**config.mk**
```make
export PLATFORM = sky130hd
export DESIGN_NAME = last_note_priority_stack
export DESIGN_NICKNAME = d
export VERILOG_FILES = /design/src/rtl/lnps_pkg.sv /design/src/rtl/lnps_fifo.sv /design/src/rtl/lnps_front.sv /design/src/rtl/lnps_engine.sv /design/src/rtl/last_note_priority_stack.sv
export VERILOG_INCLUDE_DIRS = /design/src /design/src/rtl
export SDC_FILE = /design/constraint.sdc
export NUM_CORES = 1
export LEC_CHECK = 0
export BUFFER_PORTS_ARGS = -buffer_cell sky130_fd_sc_hd__buf_2
export CORE_ASPECT_RATIO = 1.4
export CORE_MARGIN = 4
export CORE_UTILIZATION = 50
export CTS_CLUSTER_SIZE = 14
export DETAILED_ROUTE_END_ITERATION = 16
export PLACE_DENSITY = 0.76
export SLEW_MARGIN = 5
export SYNTH_ARGS = -nofsm -noshare
export SYNTH_HDL_FRONTEND = slang
export SYNTH_HIERARCHICAL = 1
export SYNTH_SLANG_ARGS = --single-unit
export TNS_END_PERCENT = 5
```
**constraint.sdc**
```tcl
create_clock -name clk -period 11.7 [get_ports clk]
set_input_delay 0.585 -clock clk [delete_from_list [all_inputs] [get_ports clk]]
set_output_delay 0.585 -clock clk [all_outputs]
set_load 0.005 [all_outputs]
```
**src/rtl/last_note_priority_stack_assert.svh**
```systemverilog
// Assertion macros shared by the last-note priority stack RTL.
`ifndef LAST_NOTE_PRIORITY_STACK_ASSERT_SVH
`define LAST_NOTE_PRIORITY_STACK_ASSERT_SVH

// Checks that the consequent holds in the same cycle as the antecedent.
`define LNPS_ASSERT_NOW(lbl, ante, cons, msg) \
	lbl: assert property (@(posedge clk) disable iff (!arst_n) (ante) |-> (cons)) \
		else $error(msg);

// Checks that the consequent holds in the cycle after the antecedent.
`define LNPS_ASSERT_NEXT(lbl, ante, cons, msg) \
	lbl: assert property (@(posedge clk) disable iff (!arst_n) (ante) |=> (cons)) \
		else $error(msg);

`endif

```
**src/rtl/lnps_pkg.sv**
```systemverilog
// Types and constants of the last-note priority stack.
package lnps_pkg;

	localparam int LNPS_STACK_DEPTH = 16;
	localparam int LNPS_CMD_DEPTH   = 2;
	localparam int LNPS_RES_DEPTH   = 4;
	localparam int LNPS_KEY_W       = 7;

	typedef logic [LNPS_KEY_W-1:0] key_t;

	typedef enum logic {
		OP_PRESS   = 1'b0,
		OP_RELEASE = 1'b1
	} op_t;

	typedef enum logic {
		EV_ON  = 1'b0,
		EV_OFF = 1'b1
	} ev_t;

	typedef struct packed {
		op_t  op;
		key_t key;
		logic repressed;
	} in_word_t;

	typedef struct packed {
		ev_t  event_kind;
		key_t out_key;
		logic out_repressed;
		logic last;
	} out_word_t;

	typedef struct packed {
		op_t  kind;
		key_t key;
		logic rep;
	} cmd_t;

	typedef enum logic [2:0] {
		ST_IDLE,
		ST_SRCH,
		ST_SHIFT,
		ST_PUSH,
		ST_NOTEON,
		ST_RDTOP
	} state_t;

endpackage

```
**src/rtl/lnps_fifo.sv**
```systemverilog
// Small first-in first-out queue of words, used between the block's parts.
module lnps_fifo
	import lnps_pkg::*;
#(
	parameter type word_t = logic,
	parameter int  DEPTH  = 2
) (
	input  logic  clk,
	input  logic  arst_n,
	input  logic  push,
	input  word_t din,
	output logic  full,
	input  logic  pop,
	output word_t dout,
	output logic  empty,
	output logic  room2
);

	localparam int AW = (DEPTH > 1) ? $clog2(DEPTH) : 1;
	localparam int PW = AW + 1;

	word_t         mem_q [DEPTH];
	logic [PW-1:0] wr_ptr_q;
	logic [PW-1:0] rd_ptr_q;
	logic [PW-1:0] level;

	assign level = wr_ptr_q - rd_ptr_q;
	assign full  = (level == PW'(DEPTH));
	assign empty = (level == '0);
	assign room2 = (level <= PW'(DEPTH - 2));
	assign dout  = mem_q[rd_ptr_q[AW-1:0]];

	always_ff @(posedge clk or negedge arst_n) begin
		if (!arst_n) begin
			wr_ptr_q <= '0;
			rd_ptr_q <= '0;
		end else begin
			if (push && !full) begin
				wr_ptr_q <= wr_ptr_q + PW'(1);
			end
			if (pop && !empty) begin
				rd_ptr_q <= rd_ptr_q + PW'(1);
			end
		end
	end

	always_ff @(posedge clk) begin
		if (push && !full) begin
			mem_q[wr_ptr_q[AW-1:0]] <= din;
		end
	end

endmodule

```
**src/rtl/lnps_front.sv**
```systemverilog
// Front end: takes key events, turns them into stack commands and queues them.
module lnps_front
	import lnps_pkg::*;
(
	input  logic     clk,
	input  logic     arst_n,
	input  logic     push,
	input  in_word_t item,
	output logic     full,
	input  logic     cmd_pop,
	output cmd_t     cmd,
	output logic     cmd_valid
);

	cmd_t cmd_in;
	logic cmd_empty;

	// The re-press flag only means something on a press.
	always_comb begin
		cmd_in.kind = item.op;
		cmd_in.key  = item.key;
		cmd_in.rep  = (item.op == OP_PRESS) && item.repressed;
	end

	lnps_fifo #(
		.word_t (cmd_t),
		.DEPTH  (LNPS_CMD_DEPTH)
	) u_cmd_fifo (
		.clk    (clk),
		.arst_n (arst_n),
		.push   (push),
		.din    (cmd_in),
		.full   (full),
		.pop    (cmd_pop),
		.dout   (cmd),
		.empty  (cmd_empty),
		.room2  ()
	);

	assign cmd_valid = !cmd_empty;

endmodule

```
**src/rtl/lnps_engine.sv**
```systemverilog
// Back end: keeps the held-key stack in a memory and emits note on and off words.
module lnps_engine
	import lnps_pkg::*;
#(
	parameter int STACK_DEPTH = LNPS_STACK_DEPTH
) (
	input  logic      clk,
	input  logic      arst_n,
	input  cmd_t      cmd,
	input  logic      cmd_valid,
	output logic      cmd_pop,
	input  logic      res_room2,
	output logic      res_push,
	output out_word_t res_word
);

	localparam int AW = $clog2(STACK_DEPTH);
	localparam int CW = $clog2(STACK_DEPTH + 1);

	key_t          mem_q [STACK_DEPTH];
	key_t          rd_data_s1;

	state_t        state_q, state_d;
	logic [CW-1:0] count_q, count_d;
	logic [AW-1:0] idx_q, idx_d;
	key_t          key_q, key_d;
	logic          rep_q, rep_d;
	op_t           kind_q, kind_d;
	key_t          top_q, top_d;

	logic [AW-1:0] rd_addr;
	logic          wr_en;
	logic [AW-1:0] wr_addr;
	key_t          wr_data;
	logic [AW-1:0] last_idx;
	logic          stack_full;

	assign last_idx   = AW'(count_q - CW'(1));
	assign stack_full = (count_q == CW'(STACK_DEPTH));

	always_ff @(posedge clk or negedge arst_n) begin
		if (!arst_n) begin
			state_q <= ST_IDLE;
			count_q <= '0;
		end else begin
			state_q <= state_d;
			count_q <= count_d;
		end
	end

	always_ff @(posedge clk) begin
		idx_q  <= idx_d;
		key_q  <= key_d;
		rep_q  <= rep_d;
		kind_q <= kind_d;
		top_q  <= top_d;
	end

	always_ff @(posedge clk) begin
		if (wr_en) begin
			mem_q[wr_addr] <= wr_data;
		end
		rd_data_s1 <= mem_q[rd_addr];
	end

	always_comb begin
		state_d  = state_q;
		count_d  = count_q;
		idx_d    = idx_q;
		key_d    = key_q;
		rep_d    = rep_q;
		kind_d   = kind_q;
		top_d    = top_q;
		rd_addr  = '0;
		wr_en    = 1'b0;
		wr_addr  = idx_q;
		wr_data  = rd_data_s1;
		cmd_pop  = 1'b0;
		res_push = 1'b0;
		res_word = '{event_kind: EV_OFF, out_key: key_q, out_repressed: 1'b0, last: 1'b0};

		unique case (state_q)
			ST_IDLE: begin
				// A command starts only when the result queue has room for two words, the most that a command emits.
				if (cmd_valid && res_room2) begin
					cmd_pop = 1'b1;
					key_d   = cmd.key;
					rep_d   = cmd.rep;
					kind_d  = cmd.kind;
					idx_d   = '0;
					if (cmd.kind == OP_PRESS) begin
						if (stack_full) begin
							// Drop the oldest entry by moving everything down one place.
							rd_addr = AW'(1);
							state_d = ST_SHIFT;
						end else begin
							state_d = ST_PUSH;
						end
					end else if (count_q != '0) begin
						rd_addr = '0;
						state_d = ST_SRCH;
					end
				end
			end
			ST_SRCH: begin
				if (rd_data_s1 == key_q) begin
					if (idx_q == last_idx) begin
						count_d           = count_q - CW'(1);
						res_push          = 1'b1;
						res_word.last     = (count_q == CW'(1));
						if (count_q != CW'(1)) begin
							rd_addr = AW'(count_q - CW'(2));
							state_d = ST_RDTOP;
						end else begin
							state_d = ST_IDLE;
						end
					end else begin
						rd_addr = idx_q + AW'(1);
						state_d = ST_SHIFT;
					end
				end else if (idx_q == last_idx) begin
					state_d = ST_IDLE;
				end else begin
					rd_addr = idx_q + AW'(1);
					idx_d   = idx_q + AW'(1);
				end
			end
			ST_SHIFT: begin
				wr_en   = 1'b1;
				wr_addr = idx_q;
				wr_data = rd_data_s1;
				if ((idx_q + AW'(1)) == last_idx) begin
					count_d = count_q - CW'(1);
					state_d = (kind_q == OP_PRESS) ? ST_PUSH : ST_IDLE;
				end else begin
					rd_addr = idx_q + AW'(2);
					idx_d   = idx_q + AW'(1);
				end
			end
			ST_PUSH: begin
				wr_en   = 1'b1;
				wr_addr = AW'(count_q);
				wr_data = key_q;
				count_d = count_q + CW'(1);
				if (count_q != '0) begin
					res_push         = 1'b1;
					res_word.out_key = top_q;
				end
				state_d = ST_NOTEON;
			end
			ST_NOTEON: begin
				res_push = 1'b1;
				res_word = '{event_kind: EV_ON, out_key: key_q, out_repressed: rep_q,
					last: 1'b1};
				top_d    = key_q;
				state_d  = ST_IDLE;
			end
			ST_RDTOP: begin
				res_push = 1'b1;
				res_word = '{event_kind: EV_ON, out_key: rd_data_s1, out_repressed: 1'b0,
					last: 1'b1};
				top_d    = rd_data_s1;
				state_d  = ST_IDLE;
			end
			default: begin
				state_d = ST_IDLE;
			end
		endcase
	end

endmodule

```
**src/rtl/last_note_priority_stack.sv**
```systemverilog
// Top level of the monophonic last-note priority stack.
// A word's first result reaches the result ports through the command queue, the engine and the result queue.
// A press runs the idle, push and note-on states, with a shift pass first when the stack is full.
// A release runs a search, then a shift or a read of the new top.
// Reset clears the queues, the held count and the engine state; the stack memory is not cleared.
`include "last_note_priority_stack_assert.svh"

module last_note_priority_stack
	import lnps_pkg::*;
#(
	parameter int STACK_DEPTH = LNPS_STACK_DEPTH
) (
	input  logic      clk,
	input  logic      arst_n,
	input  logic      push,
	input  in_word_t  item,
	output logic      full,
	input  logic      pop,
	output out_word_t result,
	output logic      empty
);

	cmd_t      cmd;
	logic      cmd_valid;
	logic      cmd_pop;
	logic      res_push;
	out_word_t res_word;
	logic      res_full;
	logic      res_room2;

	lnps_front u_front (
		.clk       (clk),
		.arst_n    (arst_n),
		.push      (push),
		.item      (item),
		.full      (full),
		.cmd_pop   (cmd_pop),
		.cmd       (cmd),
		.cmd_valid (cmd_valid)
	);

	lnps_engine #(
		.STACK_DEPTH (STACK_DEPTH)
	) u_engine (
		.clk       (clk),
		.arst_n    (arst_n),
		.cmd       (cmd),
		.cmd_valid (cmd_valid),
		.cmd_pop   (cmd_pop),
		.res_room2 (res_room2),
		.res_push  (res_push),
		.res_word  (res_word)
	);

	lnps_fifo #(
		.word_t (out_word_t),
		.DEPTH  (LNPS_RES_DEPTH)
	) u_res_fifo (
		.clk    (clk),
		.arst_n (arst_n),
		.push   (res_push),
		.din    (res_word),
		.full   (res_full),
		.pop    (pop),
		.dout   (result),
		.empty  (empty),
		.room2  (res_room2)
	);

	// A word is never lost to a full result queue.
	`LNPS_ASSERT_NOW(a_res_no_overflow, res_push, !res_full, "result word pushed into a full queue")
	`LNPS_ASSERT_NOW(a_cmd_room, cmd_pop, res_room2, "command taken without room for two results")
	// The first of two results is always followed at once by the second.
	`LNPS_ASSERT_NEXT(a_pair_follows, res_push && !res_word.last, res_push && res_word.last,
		"second result word did not follow")

endmodule
```
Yosys cells after proc, flatten, opt, wreduce, memory -nomap -nowiden:

Memories as Yosys holds them, arrays and structs flattened. A register that Yosys moved wholly into a read port is not among the register bits.
Index checks and enable logic that the tools add are counted.

* flip-flop bits (word level): 38
* latch bits: 0
* bits in writable memories: 170
* bits in read-only memories: 0
* bits of input ports: 13
* output and inout bits: 12
* word-level logic and storage cells: 124
* memories: 3

* add/sub/neg operators: 11
* $mul: 0
* div/mod/pow operators: 0
* magnitude comparators: 1
* equality and inequality tests: 22
* shift operators: 0
* mux-type cells: 52
* bitwise logic cells: 1
* reduce and logical (&&, ||, !) cells: 23

Memories
* u_engine.mem_q: words 16, bits a word 7, read ports 1, clocked after Yosys merged registers in 1, write ports 1, RTL line lnps_engine.sv:20 `key_t mem_q [STACK_DEPTH];`
* u_res_fifo.mem_q: words 4, bits a word 10, read ports 1, clocked after Yosys merged registers in 0, write ports 1, RTL line lnps_fifo.sv:22 `word_t mem_q [DEPTH];`
* u_front.u_cmd_fifo.mem_q: words 2, bits a word 9, read ports 1, clocked after Yosys merged registers in 0, write ports 1, RTL line lnps_fifo.sv:22

Operator list (number)
* $mux W4: 11
* $pmux W7 S2: 2
* $mux W3: 8
* $pmux W4 S3: 2
* $mux W1: 19
* $mux W5: 3
* $pmux W5 S3: 1
* $mux W7: 2
* $pmux W3 S4: 1
* $eq A3 B3 Y1 const B: 3
* $eq A4 B4 Y1: 2
* $ne A2 B1 Y1 const B: 4
* $reduce_and A4 Y1: 2
* $eq A7 B7 Y1: 1
* $add A3 B1 Y3 const B: 2
* $eq A3 B2 Y1 const B: 2
* $logic_and A1 B1 Y1: 6
* $logic_not A3 Y1: 2
* $ne A2 B2 Y1 const B: 3
* $reduce_bool A3 Y1: 2
* $add A5 B1 Y5 const B: 1
* $eq A5 B1 Y1 const B: 1
* $eq A5 B5 Y1 const B: 1
* $ne A5 B1 Y1 const B: 1
* other kinds (23): 28

Depth between registers and ports, before layout:

Gate-level depths: netlist of run 1.

* depth in word-level cells: 8
* mapped depth: 16
* gate-level depth less buffers: 14

Hierarchy:

Netlist of run 1, hierarchy kept.

By module, submodules not included
* lnps_engine: instances 1, cells an instance 568, area an instance 6936.7 um^2, seq. area each 4304.1 um^2
* lnps_fifo at u_res_fifo: instances 1, cells an instance 97, area an instance 1910.6 um^2, seq. area each 1351.3 um^2
* lnps_fifo at u_front.u_cmd_fifo: instances 1, cells an instance 54, area an instance 900.9 um^2, seq. area each 640.6 um^2
* lnps_front: instances 1, cells an instance 2, area an instance 17.5 um^2, seq. area each 0.0 um^2

Worst setup path before layout of run 1:

Ideal clock, no wire load.

* kind: register to register
* from: register u_res_fifo.rd_ptr_q[1]
* to: register u_engine.rd_data_s1[0], read port of u_engine.mem_q
* setup time: 0.095 ns
* arrival: 4.051 ns
* data required time: 11.605 ns
* slack: 7.554 ns
* cell stages (with the launch flop): 16
* path buffers: 3
* period minus slack after synthesis: 4.146 ns
* cells stage by stage: dfrtp_1 -> buf_1 -> inv_1 -> fa_1 -> xnor3_2 -> a21oi_1 -> nand2_1 -> nor3_1 -> nor2b_1 -> a311oi_4 -> and2_1 -> buf_6 -> buf_2 -> a32oi_1 -> o22ai_1 -> a221oi_1

* longest elaborated chain between the ends: 5

RTL lines
* start: declaration: RTL line lnps_fifo.sv:24 `logic [PW-1:0] rd_ptr_q;`
* start signal: assignment: RTL line lnps_fifo.sv:42 `rd_ptr_q <= rd_ptr_q + PW'(1);`
* $sub A3 B3 Y3: RTL line lnps_fifo.sv:27 `assign level = wr_ptr_q - rd_ptr_q;`
* $le A3 B2 Y1: RTL line lnps_fifo.sv:30 `assign room2 = (level <= PW'(DEPTH - 2));`
* via res_room2: RTL line last_note_priority_stack.sv:29 `logic res_room2;`
* $logic_and A1 B1 Y1: RTL line lnps_engine.sv:85 `if (cmd_valid && res_room2) begin`
* $mux W4: RTL line lnps_engine.sv:85
* $pmux W4 S3: RTL line lnps_engine.sv:82 `unique case (state_q)`
* end: declaration: RTL line lnps_engine.sv:21 `key_t rd_data_s1;`

The timed path passes the listed nets, and every way through them passes these cells.
A chain may end at the register's enable or synchronous reset.

Worst setup path in the final report of run 1:

* from: register u_res_fifo.rd_ptr_q[0]
* to: register u_engine.rd_data_s1[6], read port of u_engine.mem_q

The elaborated chain is that of the path after synthesis.

==> results of run 1 <==
cell usage in the layout, fill, tap and decap left out, types with 16 or more instances in the layout:
master and n:
o21ai_0 37, nand2_1 90, dfrtp_1 18, a22o_1 16, edfxtp_1 190, a32oi_1 28
buf_2 24, a21oi_1 39, clkbuf_16 21, inv_1 16, nand3_1 21, nor2_1 37
xnor2_1 19, mux2_2 19
critical path: stages (launching register included):
cell and delay [ps]:
dfrtp_1 800, ha_1 280, inv_1 50, fa_1 430
xnor3_2 510, a21oi_1 60, nand2_1 100, nor3_1 60
buf_4 210, nor2b_1 170, a311oi_4 710, and2_1 890
a32oi_1 220, o22ai_1 300, a221oi_1 80
metal layers:
metal  track usage  share of wire
met5             0              0
met4         0.102          0.055
met3        0.0358          0.061
met2         0.337           0.51
met1         0.231           0.37
state kept, by name, summed over array words and instances, names as in the netlist, 2 cells and up:
register and count:
u_front/u_cmd_fifo/mem_q 18, u_engine/top_q 7, u_engine/idx_q 4, u_res_fifo/mem_q 40
u_res_fifo/rd_ptr_q 3, u_engine/mem_q 112, u_engine/key_q 7, u_engine/state_q 3
u_engine/rd_data_s1 7, u_front/u_cmd_fifo/rd_ptr_q 2, u_front/u_cmd_fifo/wr_ptr_q 2, u_res_fifo/wr_ptr_q 3
u_engine/count_q 5
metrics by stage:
| step | util | total power, µW | setup slack, ps | hold WS (ps) | cell area (µm²) |
|---|---|---|---|---|---|
| after floorplan | - | 2370 | 7560 | 289 | 9750 |
| after detailed placement | 0.517 | 2740 | 6700 | 526 | 9940 |
| after global placement | 0.517 | 2690 | 6800 | 526 | 9940 |
| after global routing | 0.554 | 3610 | 6250 | 67.4 | 10600 |
| final | 0.554 | 3410 | 6680 | 46.1 | 10600 |
| after CTS | 0.553 | 3420 | 6670 | 45.0 | 10600 |
how the worst min path moves through the flow:
stage                                    startpoint                                    endpoint  slack [ps]  cells past startpoint
global route                                 arst_n          u_res_fifo/wr_ptr_q[1]$_DFFE_PN0P_          70                      1
global placement    u_engine/count_q[4]$_DFFE_PN0P_             u_engine/count_q[4]$_DFFE_PN0P_         530                      1
floorplan                                    arst_n             u_engine/count_q[0]$_DFFE_PN0P_         290                      0
CTS                                          arst_n             u_engine/count_q[0]$_DFFE_PN0P_          40                      1
finish                                       arst_n  u_front/u_cmd_fifo/wr_ptr_q[1]$_DFFE_PN0P_          50                      1
detailed placement  u_engine/count_q[4]$_DFFE_PN0P_             u_engine/count_q[4]$_DFFE_PN0P_         530                      1
final cells by class:
type	instances	area (µm²)	area share
sequential	215	6300	0.592
multi-input combinational	443	3140	0.296
clock buffer	26	554	0.0521
tap	248	310	0.0292
timing repair buffer	26	139	0.0131
clock inverter	11	134	0.0126
inverter	16	60.1	0.00565
power breakdown:
part / total (µW) / switching [µW] / internal (µW)
registers: 1300 / 168 / 1140
logic: 1430 / 889 / 544
clock network: 672 / 270 / 403
==> flow_summary_export.csv, run 1 <==
group,metric,value,unit
grt,first_global_vias,6219,
worst_setup_path,worstPathRequired,12050,ps
timing,tightest_slew,1100,ps
worst_setup_path,endpoint_kind,"flop",
finish,final_cells,985,
timing,slew_violations,0,
worst_setup_path,worst_ep_arrival_time,5370,ps
clocking,h-tree-depth,1,
worst_setup_path,cp_max_fo,28,
worst_setup_path,worstSetupEndpoint,"u_engine/rd_data_s1[6]$_DFF_P_",
routing,drtAntennaViolNets,0,
die,die-area,21800,µm²
clocking,clockBufferDepth,3,
routing,num_vias,5972,
finish,nFillCells,1569,
timing,setup_violations,0,
clocking,ctsResizeCount,0,
die,core_area,19200,µm²
grt,grt_overflow,0,
worst_setup_path,rr_startpoint,"u_res_fifo/rd_ptr_q[0]$_DFFE_PN0P_",
die,die_h,173,µm
die,rows,60,
finish,syn_to_final_growth,9.10,%
clocking,post_cts_buffers,0,
pwr,power.density,320,nW/µm²
clocking,clock_tree.root_cell,"clkbuf_16",
clocking,cts.sinks,215,
clocking,clkLatencyLatePin,500,ps
grt,antenna_found_initial,0,
timing,finalHoldViolations,0,
worst_setup_path,start_kind,"flop",
yosys,avgSynthCellArea,13.6,µm²
run_status,outcome,"finished clean",
job,maxCapViolCount,0,
timing,skew,9.71,ps
routing,wire_per_inst,21.7,µm
place,hpwl,14.8,mm
routing,drt_iter0_markers,570,
worst_setup_path,reg2reg_setup_slack,6680,ps
timing,max_freq,199,MHz
worst_setup_path,cp-startpoint,"u_res_fifo/rd_ptr_q[0]$_DFFE_PN0P_",
timing,finalSetupTns,0,ps
clocking,ctsHoldBuffers,0,
yosys,synth_cells,718,
finish,diodes,0,
routing,via_per_inst,6.06,
worst_setup_path,worstRegToRegCells,14,
grt,gr-usage-all-layers,0.195,
die,io_pins,25,
routing,routed_wl,21.4,mm
clocking,cts_buffers,21,
grt,grt_pass1_wl,33.9,mm
clocking,cts_tree,"done",
worst_hold_path,min_path_type,"in -> async",
timing,relSlewSlack,0.259,
finish,fin_nets,752,
routing,dr.pass1.iters,7,
yosys,ys_warn_count,6,
yosys,mappedNetlistNets,747,
place,dp_cells,947,
place,numPortBuffers,24,
finish,drive_above_1_share,0.141,
timing,fin_crit_sh,0.429,
clocking,path_clk_slew,60,ps
grt,grt_max_degree,31,
pwr,vdd_drop_max,0.182,mV
die,initial_core_util,0.507,
worst_setup_path,path_class,"reg -> reg",
die,die_x,126,µm
pwr,power_leakage,0.00364,µW
routing,drc,0,
timing,period_needed,5020,ps
place,gp_congestion,0.942,
timing,rsz0062_at_grt,"false",
worst_setup_path,regToRegEndpoint,"u_engine/rd_data_s1[6]$_DFF_P_",
yosys,syn_area,9750,µm²
(Power assumes the default switching activity.)
==> run 2: changes to the inputs <==
Settings changed: PLACE_DENSITY 0.76 to 0.79.
Clock period 11.7 ns to 4.6 ns, I/O delays scaled along.
==> run 2 against run 1 <==
Compared with the run above:
- final area grew 0.69%
- combinational power grew to 2.5 times the previous value
- sequential power grew to 2.5 times the previous value
- via count shrank 1.7%
- flip-flop and latch count is the same
- sequential share of layout area shrank 0.41 points
- critical path type unchanged
==> flow_summary_export.csv, run 2 (synthesized netlist as in run 1, its figures left out) <==
group,metric,value,unit
die,die_h,173,µm
timing,slew_violations,0,
routing,dr.pass1.iters,5,
grt,gr-usage-all-layers,0.173,
finish,fin_nets,768,
place,gp_congestion,0.859,
place,hpwl,12.8,mm
finish,final_common_cell,"edfxtp_1",
routing,drt_iter0_markers,713,
timing,relSlewSlack,0.376,
finish,final_core_util,0.557,
grt,antenna_found_initial,0,
routing,num_vias,5873,
die,initial_core_util,0.507,
routing,drc,0,
finish,regMostFlops,"u_engine/mem_q",
clocking,clockBufferDepth,3,
finish,syn_to_final_growth,9.85,%
worst_hold_path,min-delay-start,"pop",
run_status,outcome,"finished clean",
timing,skew,20.4,ps
worst_setup_path,endpoint_kind,"flop",
routing,wire_per_inst,19.2,µm
finish,largest_reg_flops,112,
grt,grt_overflow,0,
worst_setup_path,path_class,"reg -> reg",
worst_setup_path,cp_max_fo,28,
timing,max_freq,246,MHz
pwr,power_leakage,0.00368,µW
die,rows,60,
clocking,clkLatencyLatePin,510,ps
timing,finalHoldViolations,0,
routing,routed_wl,19.2,mm
finish,drive_above_1_share,0.142,
worst_hold_path,holdPathStages,3,
timing,tightest_slew,936,ps
worst_hold_path,holdPathEnd,"u_res_fifo/rd_ptr_q[0]$_DFFE_PN0P_",
clocking,clock_tree.root_cell,"clkbuf_16",
grt,grt_pass1_wl,30.6,mm
routing,drtAntennaViolNets,0,
die,die-area,21800,µm²
clocking,cts.sinks,215,
die,die_x,126,µm
clocking,path_clk_slew,60,ps
pwr,vdd_drop_max,0.318,mV
timing,setup_violations,0,
job,maxCapViolCount,0,
worst_setup_path,worstRegToRegCells,15,
routing,via_per_inst,5.87,
timing,period_needed,4070,ps
finish,layout_common_cells,"190 x edfxtp_1, 90 x nand2_1, 39 x a21oi_1, 37 x nor2_1, 37 x o21ai_0",
worst_setup_path,worstPathRequired,4950,ps
worst_setup_path,start_kind,"flop",
finish,diodes,0,
clocking,cts_tree,"done",
place,numPortBuffers,24,
die,core_area,19200,µm²
worst_setup_path,rr_startpoint,"u_res_fifo/wr_ptr_q[0]$_DFFE_PN0P_",
pwr,power.density,785,nW/µm²
finish,reg_top3,"u_engine/mem_q (112), u_res_fifo/mem_q (40), u_front/u_cmd_fifo/mem_q (18)",
timing,finalSetupTns,0,ps
grt,first_global_vias,5864,
grt,grt_max_degree,31,
worst_setup_path,reg2reg_setup_slack,530,ps
clocking,ctsResizeCount,0,
timing,fin_crit_sh,0.885,
timing,rsz0062_at_grt,"false",
worst_hold_path,min_path_type,"in -> reg",
clocking,h-tree-depth,1,
worst_setup_path,worst_ep_arrival_time,4420,ps
worst_setup_path,regToRegEndpoint,"u_engine/rd_data_s1[4]$_DFF_P_",
die,io_pins,25,
clocking,cts_buffers,20,
==> run 2: layer usage <==
metal	track usage	share of wire	vias to the layer above
met5	0	0	-
met4	0.0657	0.035	0
met3	0.0219	0.048	48
met2	0.316	0.53	201
met1	0.208	0.39	2852
li1	-	-	2772
==> run 2: where the power goes <==
group	switching, µW	internal [µW]
registers	367	2890
logic	2180	1430
clock network	676	865
==> run 2: worst max path at each step <==
stage,to,start
after floorplan,u_engine/rd_data_s1[0]$_DFF_P_,u_res_fifo/rd_ptr_q[1]$_DFFE_PN0P_
after global placement,u_engine/rd_data_s1[4]$_DFF_P_,u_res_fifo/wr_ptr_q[0]$_DFFE_PN0P_
after detailed placement,u_engine/rd_data_s1[3]$_DFF_P_,u_res_fifo/wr_ptr_q[0]$_DFFE_PN0P_
after CTS,u_engine/rd_data_s1[3]$_DFF_P_,u_res_fifo/wr_ptr_q[0]$_DFFE_PN0P_
after global routing,u_engine/rd_data_s1[4]$_DFF_P_,u_res_fifo/wr_ptr_q[0]$_DFFE_PN0P_
final,u_engine/rd_data_s1[4]$_DFF_P_,u_res_fifo/wr_ptr_q[0]$_DFFE_PN0P_
==> run 2: metrics by stage <==
stage | setup slack (ps) | total power [µW] | hold slack, ps | area [µm²] | instances
finish | 531 | 8410 | 20.1 | 10700 | 1001
global placement | 661 | 6780 | 207 | 10000 | 955
detailed placement | 556 | 6850 | 209 | 10000 | 955
global route | 336 | 8900 | 14.3 | 10700 | 1001
floorplan | 463 | 6020 | -65.6 | 9750 | 718
CTS | 560 | 8410 | 9.81 | 10700 | 1001
==> run 2: what timing repair did <==
item / in CTS / in global routing
hold buffers: 10 / 0
buffers inserted: 0 / 0
hold endpoints to repair: 35 / 0
==> run 2: area by class of cell <==
class	count	area, µm²
Fill cell	1527	8510
Sequential cell	215	6300
Multi-Input combinational cell	443	3140
Clock buffer	32	576
Tap cell	248	310
Timing Repair Buffer	43	288
Inverter	16	60.1
Clock inverter	4	37.5
==> run 2: critical path: stages (launching register included) <==
cell      delay [ps]
dfrtp_1          400
inv_1            150
ha_1             170
inv_1             50
fa_1             420
xnor3_2          500
a21oi_1           60
nand2_1          120
nor3_1            70
nor2b_1          180
a311oi_4         700
and2_1           220
buf_4            300
a32oi_1          160
o22ai_1          310
a221oi_1          80
==> run 3: changes to the inputs <==
Settings changed: ABC_AREA from default to 1.
==> run 3 against run 2 <==
Compared with the run above:
- clock power rose by 26%
- non-clock buffer count rose by 5
- first-iteration DRC count fell by 0.56%
- count of clock-buffer cells in the layout fell by 2
- via count rose by 28%
- synthesized cell count rose by 46%
- clock skew fell by 7.2 ps
- fmax rose by 10%
- combinational power barely moved
- wire length rose by 24%
- final area rose by 7.6%
- largest cell class unchanged
- highest routed layer unchanged
==> flow_summary_export.csv, run 3 <==
group,metric,value,unit
run_status,outcome,"finished clean",
pwr,p_seq_frac,0.357,
routing,drt_iter0_markers,709,
timing,relSlewSlack,0.336,
pwr,p_sw_frac,0.409,
worst_setup_path,start_kind,"flop",
die,die_h,178,µm
worst_setup_path,rr_startpoint,"u_res_fifo/rd_ptr_q[1]$_DFFE_PN0P_",
place,pre_cts_ws,1000,ps
pwr,p_clk_frac,0.224,
yosys,ys_warn_count,6,
finish,final_common_cell,"nand2_1",
grt,antenna_found_initial,0,
worst_hold_path,holdPathStages,3,
worst_setup_path,worst_ep_arrival_time,4080,ps
clocking,cts_tree,"done",
worst_hold_path,min-delay-start,"pop",
finish,layout_common_cells,"233 x nand2_1, 190 x edfxtp_1, 155 x inv_1, 121 x nand3_1, 66 x nor2_1",
finish,drive_above_1_share,0.105,
routing,wire_per_inst,17.8,µm
grt,grt_pass1_wl,38.1,mm
timing,skew,13.1,ps
worst_setup_path,cp_max_fo,33,
pwr,p_int,5120,µW
worst_setup_path,slowest_stage,"dfrtp_1",
timing,finalHoldViolations,0,
clocking,clkLatencyLatePin,500,ps
timing,worst_hold_slack,32.7,ps
routing,routed_wl,23.9,mm
pwr,power.density,751,nW/µm²
clocking,clock_tree.root_cell,"clkbuf_16",
place,gp_congestion,0.931,
worst_hold_path,min_path_type,"in -> reg",
timing,setup_slack,907,ps
finish,syn_to_final_growth,11.6,%
routing,drtAntennaViolNets,0,
worst_setup_path,reg2reg_setup_slack,910,ps
finish,diodes,0,
timing,setup_violations,0,
worst_setup_path,path_buf_inv,5,
clocking,h-tree-depth,1,
finish,reg_top3,"u_engine/mem_q (112), u_res_fifo/mem_q (40), u_front/u_cmd_fifo/mem_q (18)",
worst_setup_path,regToRegEndpoint,"u_engine/rd_data_s1[6]$_DFF_P_",
die,die_x,129,µm
clocking,cts_buffers,22,
pwr,p_sw,3540,µW
grt,grt_max_degree,57,
grt,grt_overflow,0,
clocking,path_clk_slew,60,ps
worst_setup_path,worstPathRequired,4990,ps
timing,tightest_slew,996,ps
routing,drc,0,
timing,slew_violations,0,
die,rows,61,
timing,rsz0062_at_grt,"false",
pwr,power_leakage,0.00490,µW
die,core_area,20100,µm²
pwr,power.share.combinational,0.420,
die,die-area,23000,µm²
place,numPortBuffers,24,
worst_setup_path,crit_chain,"inv_1, fa_1, inv_1, nand3_2, a22oi_1, nand2_1, nor2_1, buf_4, nand2_1, nand2_1, inv_2, nand3_2, buf_4, nand2_1, nand3_1, nand3_1, nand3_1, nand2_1",
die,initial_core_util,0.514,
grt,first_global_vias,7454,
routing,dr.pass1.iters,6,
finish,largest_reg_flops,112,
timing,period_needed,3690,ps
worst_setup_path,crit_top_cell,"nand2_1",
timing,max_freq,271,MHz
job,maxCapViolCount,0,
grt,gr-usage-all-layers,0.211,
clocking,post_cts_buffers,0,
finish,regMostFlops,"u_engine/mem_q",
worst_setup_path,path_class,"reg -> reg",
timing,finalSetupTns,0,ps
die,io_pins,25,
place,hpwl,16.4,mm
routing,num_vias,7528,
finish,nFillCells,1659,
yosys,mappedNetlistNets,1078,
worst_hold_path,holdPathEnd,"u_res_fifo/rd_ptr_q[1]$_DFFE_PN0P_",
worst_setup_path,worstRegToRegCells,18,
worst_setup_path,endpoint_kind,"flop",
worst_setup_path,slowest_delay,570,ps
yosys,syn_area,10300,µm²
worst_setup_path,path_delay_family,"simple AND/OR/NAND/NOR gates",
timing,fin_crit_sh,0.803,
clocking,clockBufferDepth,3,
finish,fin_nets,1105,
pwr,vdd_drop_max,0.390,mV
yosys,avgSynthCellArea,9.84,µm²
routing,via_per_inst,5.60,
clocking,cts.sinks,215,
yosys,synth_cells,1049,
run 3: cell types whose count changed in the layout (fill, tap and decap cells not counted), sizes merged, moves of 21 or more:
cell and delta:
inv +148, nand3 +109, a21oi -34, mux2 -21, nor2 +42, nand2 +151
a32oi -28, nand4 +57
run 3: how the worst max path moves through the flow:
| stage | from | to | cells past startpoint |
|---|---|---|---|
| floorplan | u_res_fifo/wr_ptr_q[0]$_DFFE_PN0P_ | u_engine/rd_data_s1[0]$_DFF_P_ | 20 |
| global placement | u_res_fifo/rd_ptr_q[1]$_DFFE_PN0P_ | u_engine/rd_data_s1[1]$_DFF_P_ | 18 |
| detailed placement | u_res_fifo/rd_ptr_q[1]$_DFFE_PN0P_ | u_engine/rd_data_s1[0]$_DFF_P_ | 18 |
| CTS | u_res_fifo/rd_ptr_q[1]$_DFFE_PN0P_ | u_engine/rd_data_s1[0]$_DFF_P_ | 18 |
| global route | u_res_fifo/rd_ptr_q[1]$_DFFE_PN0P_ | u_engine/rd_data_s1[0]$_DFF_P_ | 18 |
| finish | u_res_fifo/rd_ptr_q[1]$_DFFE_PN0P_ | u_engine/rd_data_s1[6]$_DFF_P_ | 18 |
run 3: routing by layer:
layer	vias up	track usage	part of all wire
li1	3599	-	-
met5	-	0	0
met4	0	0.128	0.066
met3	103	0.0362	0.064
met2	312	0.369	0.51
met1	3514	0.240	0.36
run 3: final cells by class:
type,instances,area [µm²],share of cell area
repair buffers,48,325,0.0282
clock inverters,10,186,0.0162
inverters,166,623,0.0541
flip-flops and latches,215,6300,0.546
multi-input cells,623,3170,0.275
well taps,252,315,0.0274
clock buffers,30,612,0.0531
run 3: tightest hold or removal path, cell delays in order:
cell and delay (ps):
buf_2 130, nand3_1 80, nand2_1 50
run 3: stage by stage:
stage,area (µm²),power [µW],instances,util
finish,11500,8660,1344,0.574
global route,11500,9230,1344,0.574
CTS,11500,8660,1344,0.574
detailed placement,10600,6690,1294,0.529
global placement,10600,6600,1294,0.529
floorplan,10300,5640,1049,-
run 3: power by group through the flow:
stage / Clock [µW] / Sequential, µW / Combinational (µW)
after floorplan: 0 / 3010 / 2630
after global placement: 0 / 3110 / 3490
after detailed placement: 0 / 3120 / 3570
after CTS: 1970 / 3090 / 3610
after global routing: 2060 / 3120 / 4060
final: 1940 / 3090 / 3630
run 3: what timing repair did:
| action | CTS | global route |
|---|---|---|
| endpoints found under the hold margin | 35 | 0 |
| hold buffers | 10 | 0 |
| resized for setup | 0 | 0 |
